`src/design/deadline_event_slot_scheduler_unit_assert.svh`:
```
// Assertion helpers, sampled on the rising edge of clk, off while rst_n is low.
`ifndef DEADLINE_EVENT_SLOT_SCHEDULER_UNIT_ASSERT_SVH
`define DEADLINE_EVENT_SLOT_SCHEDULER_UNIT_ASSERT_SVH

// Same-cycle implication.
`define DESS_ASSERT_NOW(lbl, ante, cons, msg) \
  lbl: assert property (@(posedge clk) disable iff (!rst_n) (ante) |-> (cons)) \
    else $error(msg);

// Next-cycle implication.
`define DESS_ASSERT_NEXT(lbl, ante, cons, msg) \
  lbl: assert property (@(posedge clk) disable iff (!rst_n) (ante) |=> (cons)) \
    else $error(msg);

`endif

```
`src/design/dess_pkg.sv`:
```
`timescale 1ns / 1ps
package dess_pkg;

  localparam int SLOTS_DEF  = 8;
  localparam int OP_W       = 2;
  localparam int SLOT_ID_W  = 6;
  localparam int CYCLE_W    = 64;
  localparam int IN_DATA_W  = 72;  // slot_id + cycle_value, padded to bytes
  localparam int OUT_DATA_W = 72;  // fired_slot + next_deadline, padded to bytes

  localparam logic [CYCLE_W-1:0] NONE_DEADLINE = {CYCLE_W{1'b1}};

  typedef enum logic [OP_W-1:0] {
    OP_SCHEDULE = 2'd0,
    OP_REMOVE   = 2'd1,
    OP_DISPATCH = 2'd2
  } op_t;

  typedef enum logic [1:0] {
    ST_IDLE,
    ST_SCAN,
    ST_EMIT
  } state_t;

  // controller -> datapath
  typedef struct packed {
    logic load;      // item accepted this cycle
    logic scan_en;   // walk the slots
    logic emit_adv;  // move the emit pointer
  } ctrl_cmd_t;

  // datapath -> controller
  typedef struct packed {
    logic scan_done;   // last slot compared this cycle
    logic none_fired;  // dispatch fired nothing (or not a dispatch)
    logic cur_fired;   // emit pointer sits on a fired slot
    logic last_res;    // current result is the final one of the item
  } dp_stat_t;

endpackage

```
`src/design/dess_ram.sv`:
```
`timescale 1ns / 1ps
module dess_ram #(
  parameter int WIDTH = 64,
  parameter int DEPTH = 8,
  parameter int AW    = (DEPTH > 1) ? $clog2(DEPTH) : 1
) (
  input  logic             clk,
  input  logic             wr_en,
  input  logic [AW-1:0]    wr_addr,
  input  logic [WIDTH-1:0] wr_data,
  input  logic             rd_en,
  input  logic [AW-1:0]    rd_addr,
  output logic [WIDTH-1:0] rd_data
);

  logic [WIDTH-1:0] mem [DEPTH];
  logic [WIDTH-1:0] rd_data_r;

  always_ff @(posedge clk) begin
    if (wr_en) begin
      mem[wr_addr] <= wr_data;
    end
    if (rd_en) begin
      rd_data_r <= mem[rd_addr];
    end
  end

  assign rd_data = rd_data_r;

endmodule

```
`src/design/dess_ctrl.sv`:
```
`timescale 1ns / 1ps
module dess_ctrl (
  input  logic                 clk,
  input  logic                 rst_n,
  input  logic                 in_tvalid,
  output logic                 in_tready,
  output logic                 out_tvalid,
  input  logic                 out_tready,
  input  dess_pkg::dp_stat_t   stat,
  output dess_pkg::ctrl_cmd_t  cmd
);
  import dess_pkg::*;

  state_t state_r, state_nxt;

  always_ff @(posedge clk) begin
    if (!rst_n) begin
      state_r <= ST_IDLE;
    end else begin
      state_r <= state_nxt;
    end
  end

  // next state
  always_comb begin
    state_nxt = state_r;
    case (state_r)
      ST_IDLE: begin
        if (in_tvalid) state_nxt = ST_SCAN;
      end
      ST_SCAN: begin
        if (stat.scan_done) state_nxt = ST_EMIT;
      end
      ST_EMIT: begin
        if ((stat.none_fired || stat.cur_fired) && out_tready && stat.last_res) begin
          state_nxt = ST_IDLE;
        end
      end
      default: state_nxt = ST_IDLE;
    endcase
  end

  // outputs
  always_comb begin
    in_tready    = 1'b0;
    out_tvalid   = 1'b0;
    cmd.load     = 1'b0;
    cmd.scan_en  = 1'b0;
    cmd.emit_adv = 1'b0;
    case (state_r)
      ST_IDLE: begin
        in_tready = 1'b1;
        cmd.load  = in_tvalid;
      end
      ST_SCAN: begin
        cmd.scan_en = 1'b1;
      end
      ST_EMIT: begin
        out_tvalid   = stat.none_fired || stat.cur_fired;
        // skip idle slots; step past a fired one once it is taken
        cmd.emit_adv = !stat.none_fired && (!stat.cur_fired || out_tready);
      end
      default: begin
        in_tready = 1'b0;
      end
    endcase
  end

endmodule

```
`src/design/dess_dp.sv`:
```
`timescale 1ns / 1ps
module dess_dp #(
  parameter int SLOTS = dess_pkg::SLOTS_DEF
) (
  input  logic                              clk,
  input  logic                              rst_n,
  input  dess_pkg::ctrl_cmd_t               cmd,
  output dess_pkg::dp_stat_t                stat,
  input  logic [dess_pkg::IN_DATA_W-1:0]    in_tdata,
  input  logic [dess_pkg::OP_W-1:0]         in_tuser,
  output logic [dess_pkg::OUT_DATA_W-1:0]   out_tdata,
  output logic                              out_tuser,
  output logic                              out_tlast
);
  import dess_pkg::*;

  localparam int IDX_W = (SLOTS > 1) ? $clog2(SLOTS) : 1;
  localparam int CNT_W = $clog2(SLOTS + 1);

  // input unpack
  logic [SLOT_ID_W-1:0] in_sid;
  logic [CYCLE_W-1:0]   in_cval;
  op_t                  in_op;
  logic                 sid_ok;

  assign in_sid  = in_tdata[SLOT_ID_W-1:0];
  assign in_cval = in_tdata[SLOT_ID_W +: CYCLE_W];
  assign in_op   = op_t'(in_tuser);
  assign sid_ok  = {1'b0, in_sid} < (SLOT_ID_W + 1)'(SLOTS);

  // registers
  op_t                op_r;
  logic [CYCLE_W-1:0] cval_r;
  logic [SLOTS-1:0]   active_r, active_nxt;
  logic [SLOTS-1:0]   fmask_r, fmask_nxt;
  logic [CNT_W-1:0]   fcnt_r, fcnt_nxt;
  logic [CYCLE_W-1:0] best_r, best_nxt;
  logic [CNT_W-1:0]   issue_r, issue_nxt;
  logic               cmp_vld_r, cmp_vld_nxt;
  logic [IDX_W-1:0]   cmp_idx_r, cmp_idx_nxt;
  logic [IDX_W-1:0]   pos_r, pos_nxt;
  logic [CNT_W-1:0]   ecnt_r, ecnt_nxt;

  // deadline store
  logic               rd_en;
  logic [IDX_W-1:0]   rd_addr;
  logic [CYCLE_W-1:0] rd_data;
  logic               wr_en;

  assign wr_en   = cmd.load && (in_op == OP_SCHEDULE) && sid_ok;
  assign rd_en   = cmd.scan_en && (issue_r < CNT_W'(SLOTS));
  assign rd_addr = issue_r[IDX_W-1:0];

  dess_ram #(
    .WIDTH (CYCLE_W),
    .DEPTH (SLOTS),
    .AW    (IDX_W)
  ) u_deadline_ram (
    .clk     (clk),
    .wr_en   (wr_en),
    .wr_addr (in_sid[IDX_W-1:0]),
    .wr_data (in_cval),
    .rd_en   (rd_en),
    .rd_addr (rd_addr),
    .rd_data (rd_data)
  );

  // compare stage: one slot per cycle
  logic cmp_act, fire, closer;

  assign cmp_act = cmp_vld_r && active_r[cmp_idx_r];
  assign fire    = cmp_act && (op_r == OP_DISPATCH) && (rd_data <= cval_r);
  assign closer  = cmp_act && !fire && (rd_data < best_r);

  always_comb begin
    active_nxt  = active_r;
    fmask_nxt   = fmask_r;
    fcnt_nxt    = fcnt_r;
    best_nxt    = best_r;
    issue_nxt   = issue_r;
    cmp_vld_nxt = rd_en;
    cmp_idx_nxt = rd_addr;
    pos_nxt     = pos_r;
    ecnt_nxt    = ecnt_r;

    if (cmd.load) begin
      fmask_nxt = '0;
      fcnt_nxt  = '0;
      best_nxt  = NONE_DEADLINE;
      issue_nxt = '0;
      pos_nxt   = '0;
      ecnt_nxt  = '0;
      case (in_op)
        OP_SCHEDULE: if (sid_ok) active_nxt[in_sid[IDX_W-1:0]] = 1'b1;
        OP_REMOVE:   if (sid_ok) active_nxt[in_sid[IDX_W-1:0]] = 1'b0;
        default:     active_nxt = active_r;
      endcase
    end

    if (rd_en) begin
      issue_nxt = issue_r + 1'b1;
    end

    if (fire) begin
      active_nxt[cmp_idx_r] = 1'b0;
      fmask_nxt[cmp_idx_r]  = 1'b1;
      fcnt_nxt              = fcnt_r + 1'b1;
    end
    if (closer) begin
      best_nxt = rd_data;
    end

    if (cmd.emit_adv) begin
      pos_nxt = pos_r + 1'b1;
      if (fmask_r[pos_r]) ecnt_nxt = ecnt_r + 1'b1;
    end
  end

  always_ff @(posedge clk) begin
    if (!rst_n) begin
      active_r  <= '0;
      best_r    <= NONE_DEADLINE;
      cmp_vld_r <= 1'b0;
      fcnt_r    <= '0;
      issue_r   <= '0;
    end else begin
      active_r  <= active_nxt;
      best_r    <= best_nxt;
      cmp_vld_r <= cmp_vld_nxt;
      fcnt_r    <= fcnt_nxt;
      issue_r   <= issue_nxt;
    end
  end

  always_ff @(posedge clk) begin
    if (cmd.load) begin
      op_r   <= in_op;
      cval_r <= in_cval;
    end
    fmask_r   <= fmask_nxt;
    cmp_idx_r <= cmp_idx_nxt;
    pos_r     <= pos_nxt;
    ecnt_r    <= ecnt_nxt;
  end

  // status
  assign stat.scan_done  = cmp_vld_r && (cmp_idx_r == IDX_W'(SLOTS - 1));
  assign stat.none_fired = (fcnt_r == '0);
  assign stat.cur_fired  = fmask_r[pos_r];
  assign stat.last_res   = stat.none_fired || (CNT_W'(ecnt_r + 1'b1) == fcnt_r);

  // result payload
  logic [SLOT_ID_W-1:0] out_slot;

  assign out_slot  = stat.none_fired ? '0 : SLOT_ID_W'(pos_r);
  assign out_tdata = {(OUT_DATA_W - SLOT_ID_W - CYCLE_W)'(0), best_r, out_slot};
  assign out_tuser = !stat.none_fired;
  assign out_tlast = stat.last_res;

endmodule

```
`src/design/deadline_event_slot_scheduler_unit.sv`:
```
`timescale 1ns / 1ps
// Earliest-deadline event slot scheduler. Keeps SLOTS slots, each an active
// flag plus a 64-bit deadline held in a small RAM. Input items (in_tuser = op):
// schedule arms slot_id with cycle_value, remove disarms slot_id, dispatch
// fires every active slot whose deadline is <= cycle_value. Slot ids at or
// above SLOTS are dropped without effect; op code 3 changes nothing. Every
// item yields results: schedule, remove and an empty dispatch give one result
// with fired clear; a dispatch that fires gives one result per fired slot in
// ascending slot order, tlast on the final one. Each result carries the
// earliest active deadline after the item (all ones when none; a deadline of
// all ones never counts as earliest). Timing: one item is worked at a time.
// After the accept cycle the controller walks the deadline RAM one slot per
// cycle through its single registered read port to fire and find the
// minimum; then the emit pointer walks the fired mask one slot per cycle,
// holding on a fired slot until the sink takes its result. No clearing pass
// after reset: a deadline only counts for an active slot, and a slot only
// turns active when its deadline is written.
`include "deadline_event_slot_scheduler_unit_assert.svh"
module deadline_event_slot_scheduler_unit #(
  parameter int SLOTS = dess_pkg::SLOTS_DEF  // 1 .. 64
) (
  input  logic                             clk,
  input  logic                             rst_n,
  // input items
  input  logic                             in_tvalid,
  output logic                             in_tready,
  input  logic [dess_pkg::IN_DATA_W-1:0]   in_tdata,   // [5:0] slot_id, [69:6] cycle_value
  input  logic [dess_pkg::OP_W-1:0]        in_tuser,   // [1:0] op
  // result items
  output logic                             out_tvalid,
  input  logic                             out_tready,
  output logic [dess_pkg::OUT_DATA_W-1:0]  out_tdata,  // [5:0] fired_slot, [69:6] next_deadline
  output logic                             out_tuser,  // [0] fired
  output logic                             out_tlast   // last result of the item
);
  import dess_pkg::*;

  ctrl_cmd_t cmd;
  dp_stat_t  stat;

  // sequencing: idle -> scan slots -> emit results
  dess_ctrl u_ctrl (
    .clk        (clk),
    .rst_n      (rst_n),
    .in_tvalid  (in_tvalid),
    .in_tready  (in_tready),
    .out_tvalid (out_tvalid),
    .out_tready (out_tready),
    .stat       (stat),
    .cmd        (cmd)
  );

  // slot state, deadline RAM, compare and minimum tracking
  dess_dp #(
    .SLOTS (SLOTS)
  ) u_dp (
    .clk       (clk),
    .rst_n     (rst_n),
    .cmd       (cmd),
    .stat      (stat),
    .in_tdata  (in_tdata),
    .in_tuser  (in_tuser),
    .out_tdata (out_tdata),
    .out_tuser (out_tuser),
    .out_tlast (out_tlast)
  );

  // the slot walk always sits between accept and the first result
  `DESS_ASSERT_NEXT(a_no_result_after_accept, in_tvalid && in_tready, !out_tvalid, "early result")
  // one item in flight: no accept while results are pending
  `DESS_ASSERT_NOW(a_single_item, out_tvalid, !in_tready, "accept while results pending")
  // a result without a fire is always the only, and last, one
  `DESS_ASSERT_NOW(a_nofire_is_last, out_tvalid && !out_tuser, out_tlast, "non-fire not last")
  // the final result frees the input side
  `DESS_ASSERT_NEXT(a_ready_after_last, out_tvalid && out_tready && out_tlast, in_tready, "no ready")

endmodule
```
`config.mk`:
```
export PLATFORM = sky130hd
export DESIGN_NAME = deadline_event_slot_scheduler_unit
export DESIGN_NICKNAME = d
export VERILOG_FILES = /design/src/design/dess_pkg.sv /design/src/design/dess_ram.sv /design/src/design/dess_ctrl.sv /design/src/design/dess_dp.sv /design/src/design/deadline_event_slot_scheduler_unit.sv
export VERILOG_INCLUDE_DIRS = /design/src /design/src/design
export SDC_FILE = /design/constraint.sdc
export NUM_CORES = 1
export LEC_CHECK = 0
export BUFFER_PORTS_ARGS = -buffer_cell sky130_fd_sc_hd__buf_2
export CORE_MARGIN = 3
export CORE_UTILIZATION = 40
export DETAILED_ROUTE_END_ITERATION = 6
export HOLD_SLACK_MARGIN = 0.12
export PLACE_DENSITY_LB_ADDON = 0.2
export SYNTH_ARGS = -nofsm -noshare
export SYNTH_HDL_FRONTEND = slang
export SYNTH_SLANG_ARGS = --single-unit
```
`constraint.sdc`:
```
create_clock -name clk -period 7.96 [get_ports clk]
set_input_delay 1.592 -clock clk [delete_from_list [all_inputs] [get_ports clk]]
set_output_delay 1.592 -clock clk [all_outputs]
set_load 0.03 [all_outputs]
```
==> results.ini <==
[pwr]
internal_power_mw=6.75
clkPwrFrac_pct=45.1
switching_power_mw=1.77
p_seq_share_pct=50.7
sw_frac_of_total_pct=20.8
comb_power_share_pct=4.2
vdd_drop_max_v=0.000152
p_leak_nw=12.7
p_per_area_nw_per_um2=240
total_power_mw=8.52

[detailed_routing]
ant_nets=0
drc=0
drt-initial-drc-count=1061
drtPass1Iterations=4
vias_per_cell=5.25
drt-total-wl_mm=69.7
routedWlPerCell_um=22.5
vias=16266

[clocking]
clock_latency_ps=640
htreeDepth=3
cts_repair_resize_count=0
cts_num_sinks=743
post_cts_buffers=0
clockBufferDepth=3
holdBufCountCts=0
cts_root_buffer=clkbuf_16
tritoncts=yes
path_clk_slew_ps=60
cts-buffers-inserted=81

[synthesis]
syn-cell-area_um2=30800
synth_seq_cells=743
ys.flop_type=edfxtp_1
ys_seq_area_share_pct=69.3
postSynthAreaPerCell_um2=17.0
synth_async_sr_flop_share_pct=0
synth_edf_count=645
yosys_warnings=0
synth.distinct_cells=58
syn_inst=1816

[place]
io_buffers=146
finalWeightedCongestion=0.773
dp.cells=2941
place_hpwl_mm=40.8

[timing]
post-route-min-period_ps=4730
fmax_mhz=211
fin_crit_sh_pct=59.4
hold_viol_final=0
slew_headroom_pct=21.7
slew_viol_final=0
rsz0062_at_grt=no
skew_ps=28.8
fin_setup_tns_ps=0
setup_viol=0
worst_pin_slew_ps=1170

[floorplanning]
ios=154
chipHeight_um=283
die_w_um=283
placementRows=101
start_util_pct=40.5
dieArea_um2=80300
core_area_um2=76100

[worst_setup_path]
worstReg2RegEnd=u_dp.best_r[43]$_SDFFE_PN1P_
r2r_slack_ps=3230
worst_setup_path_end_kind=flip-flop
r2r-start=u_dp.u_deadline_ram.rd_data[13]$_DFFE_PP_
cp_data_required_time_ps=8500
start_kind=flip-flop
critPathKind=reg2reg
cp_max_fo=40
worst_r2r_path_depth=11
worstPathArrival_ps=5270

[global_route]
use_met2_pct=29.4
grt.total_usage_pct=17.4
grt_first_pass_wirelength_mm=107
grtUsageMet3_pct=3.48
busiest_layer=met2
grt_max_degree=83
antenna_found_initial=11
grt_pass1_vias=17325
gr-total-overflow=0
use_met1_pct=23.1

[cells_and_area]
nNetsFinal=2204
utilization_pct=46.7
areaGrowthSynthToFinish_pct=15.4
final_cell_count_no_fill=3096
drive_gt1_share_pct=24.4

[min_path]
min_from=u_dp.fmask_r[7]$_DFF_P_
whs_endpoint=u_dp.fmask_r[7]$_DFF_P_
hold_path.class=reg2reg
whs_path_depth=1

[run]
maxCapViolCount=0

[run_status]
status=finished clean

## how the worst max path moves through the flow
stage,cells past startpoint,from,end
6_report,11,u_dp.u_deadline_ram.rd_data[13]$_DFFE_PP_,u_dp.best_r[43]$_SDFFE_PN1P_
5_1_grt,11,u_dp.u_deadline_ram.rd_data[13]$_DFFE_PP_,u_dp.best_r[22]$_SDFFE_PN1P_
4_1_cts,11,u_dp.u_deadline_ram.rd_data[13]$_DFFE_PP_,u_dp.best_r[43]$_SDFFE_PN1P_
3_5_place_dp,11,u_dp.u_deadline_ram.rd_data[13]$_DFFE_PP_,u_dp.best_r[36]$_SDFFE_PN1P_
3_3_place_gp,11,u_dp.u_deadline_ram.rd_data[13]$_DFFE_PP_,u_dp.best_r[34]$_SDFFE_PN1P_
2_1_floorplan,5,u_ctrl.state_r[0]$_SDFFE_PN0P_,u_dp.issue_r[2]$_SDFFE_PN0P_
## synthesized netlist by cell type (all sizes together) (3+ instances only)
master    n  share of area (%)
mux2     65                2.4
a221oi    4               0.11
dfxtp    98                6.4
or4       5               0.12
a211oi    6               0.15
nor2    101                1.2
o211ai    9               0.22
nand3b    4              0.098
mux4    130                9.5
nand4    32               0.65
xnor2     5               0.14
a22o      4               0.11
a32o      4               0.13
nor3     68                1.1
xor2      4               0.11
nand2    29               0.35
ha      132                5.4
edfxtp  645                 63
a21oi    50               0.81
a31oi     5               0.10
nor4      6               0.12
a21o     40               0.98
and3      4              0.081
or3       4              0.081
clkbuf   51               0.62
mux2i    68                2.2
nand2b    5               0.10
o21ai    22               0.36
nor2b     6               0.12
nand3    15               0.24
and4      3              0.085
inv     134                1.6
buf      26               0.55
and2      6               0.12
## critical path: stages, from the launching register on
cell and delay [ps]:
edfxtp_1 440, ha_1 340, a21o_1 170, a21o_1 160, a221oi_1 300, o211ai_1 260, a221oi_1 590, o21ai_0 450
a211oi_4 320, buf_4 450, buf_4 790, mux2i_1 310
## routing by layer
layer	share of wire (%)	wire [µm]
met1	44	30700
met5	0.072	50
met3	4.8	3350
met2	49	34300
met4	1.9	1300
## flip-flops by register name (all words and copies together), names as in the netlist
register                     count
u_ctrl.state_r                   2
u_dp.active_r                    8
u_dp.best_r                     64
u_dp.cmp_idx_r                   3
u_dp.cmp_vld_r                   1
u_dp.cval_r                     64
u_dp.ecnt_r                      4
u_dp.fcnt_r                      4
u_dp.fmask_r                     8
u_dp.issue_r                     4
u_dp.op_r                        2
u_dp.pos_r                       3
u_dp.u_deadline_ram.mem        512
u_dp.u_deadline_ram.rd_data     64
## cells in the final DEF (no fill, tap or decap), types with 7 or more instances in the layout
cell and instances:
bufinv_16 9, o211ai_1 9, nor2_1 93, clkinv_2 10, clkbuf_16 84, ha_1 132
buf_2 146, o21ai_0 22, mux2i_1 68, nor2_4 8, clkbuf_1 27, inv_1 133
a21oi_1 50, nor3_1 67, a21o_1 40, clkbuf_8 7, buf_4 19, mux4_2 130
mux2_2 65, nand3_1 15, dfxtp_1 95, edfxtp_1 645, nand4_1 32, nand2_1 29
## stage by stage
stage / area [µm²] / setup slack (ps) / hold WS (ps)
final: 35500 / 3230 / 465
after global routing: 35500 / 3050 / 485
after CTS: 35500 / 3130 / 469
after detailed placement: 32800 / 3170 / 456
after global placement: 32800 / 3220 / 445
after floorplan: 30800 / 2090 / 354
## cells by family (layout without fill, tap and decap cells)
family / Yosys count / count (layout) / share of synthesized area, %
AO/OA/AOI/OAI: 162 / 162 / 3.47
XOR/XNOR: 9 / 9 / 0.256
adder cells (fa/ha/maj): 132 / 132 / 5.36
buffers and inverters: 212 / 455 / 2.82
flip-flops: 743 / 743 / 69.3
multiplexers: 263 / 263 / 14.1
other: 1 / 8 / 0.0122
AND/OR/NAND/NOR: 294 / 294 / 4.69
## final cells by class
| type | instances | area, µm² |
|---|---|---|
| fillers | 6525 | 40500 |
| repair buffers | 168 | 933 |
| clock buffers | 118 | 2300 |
| clock inverters | 34 | 464 |
| flip-flops and latches | 743 | 21300 |
| multi-input cells | 865 | 8680 |
| inverters | 135 | 514 |
| diodes | 3 | 7.51 |
| well taps | 1030 | 1290 |
## power by group through the flow
stage | sequential, mW | combinational, mW | clock [mW]
after floorplan | 4.39 | 0.242 | 0
after global placement | 4.40 | 0.351 | 0
after detailed placement | 4.40 | 0.360 | 0
after CTS | 4.32 | 0.362 | 3.94
after global routing | 4.32 | 0.399 | 4.09
final | 4.32 | 0.354 | 3.84
Note: power is estimated with default switching activity, not from simulation.
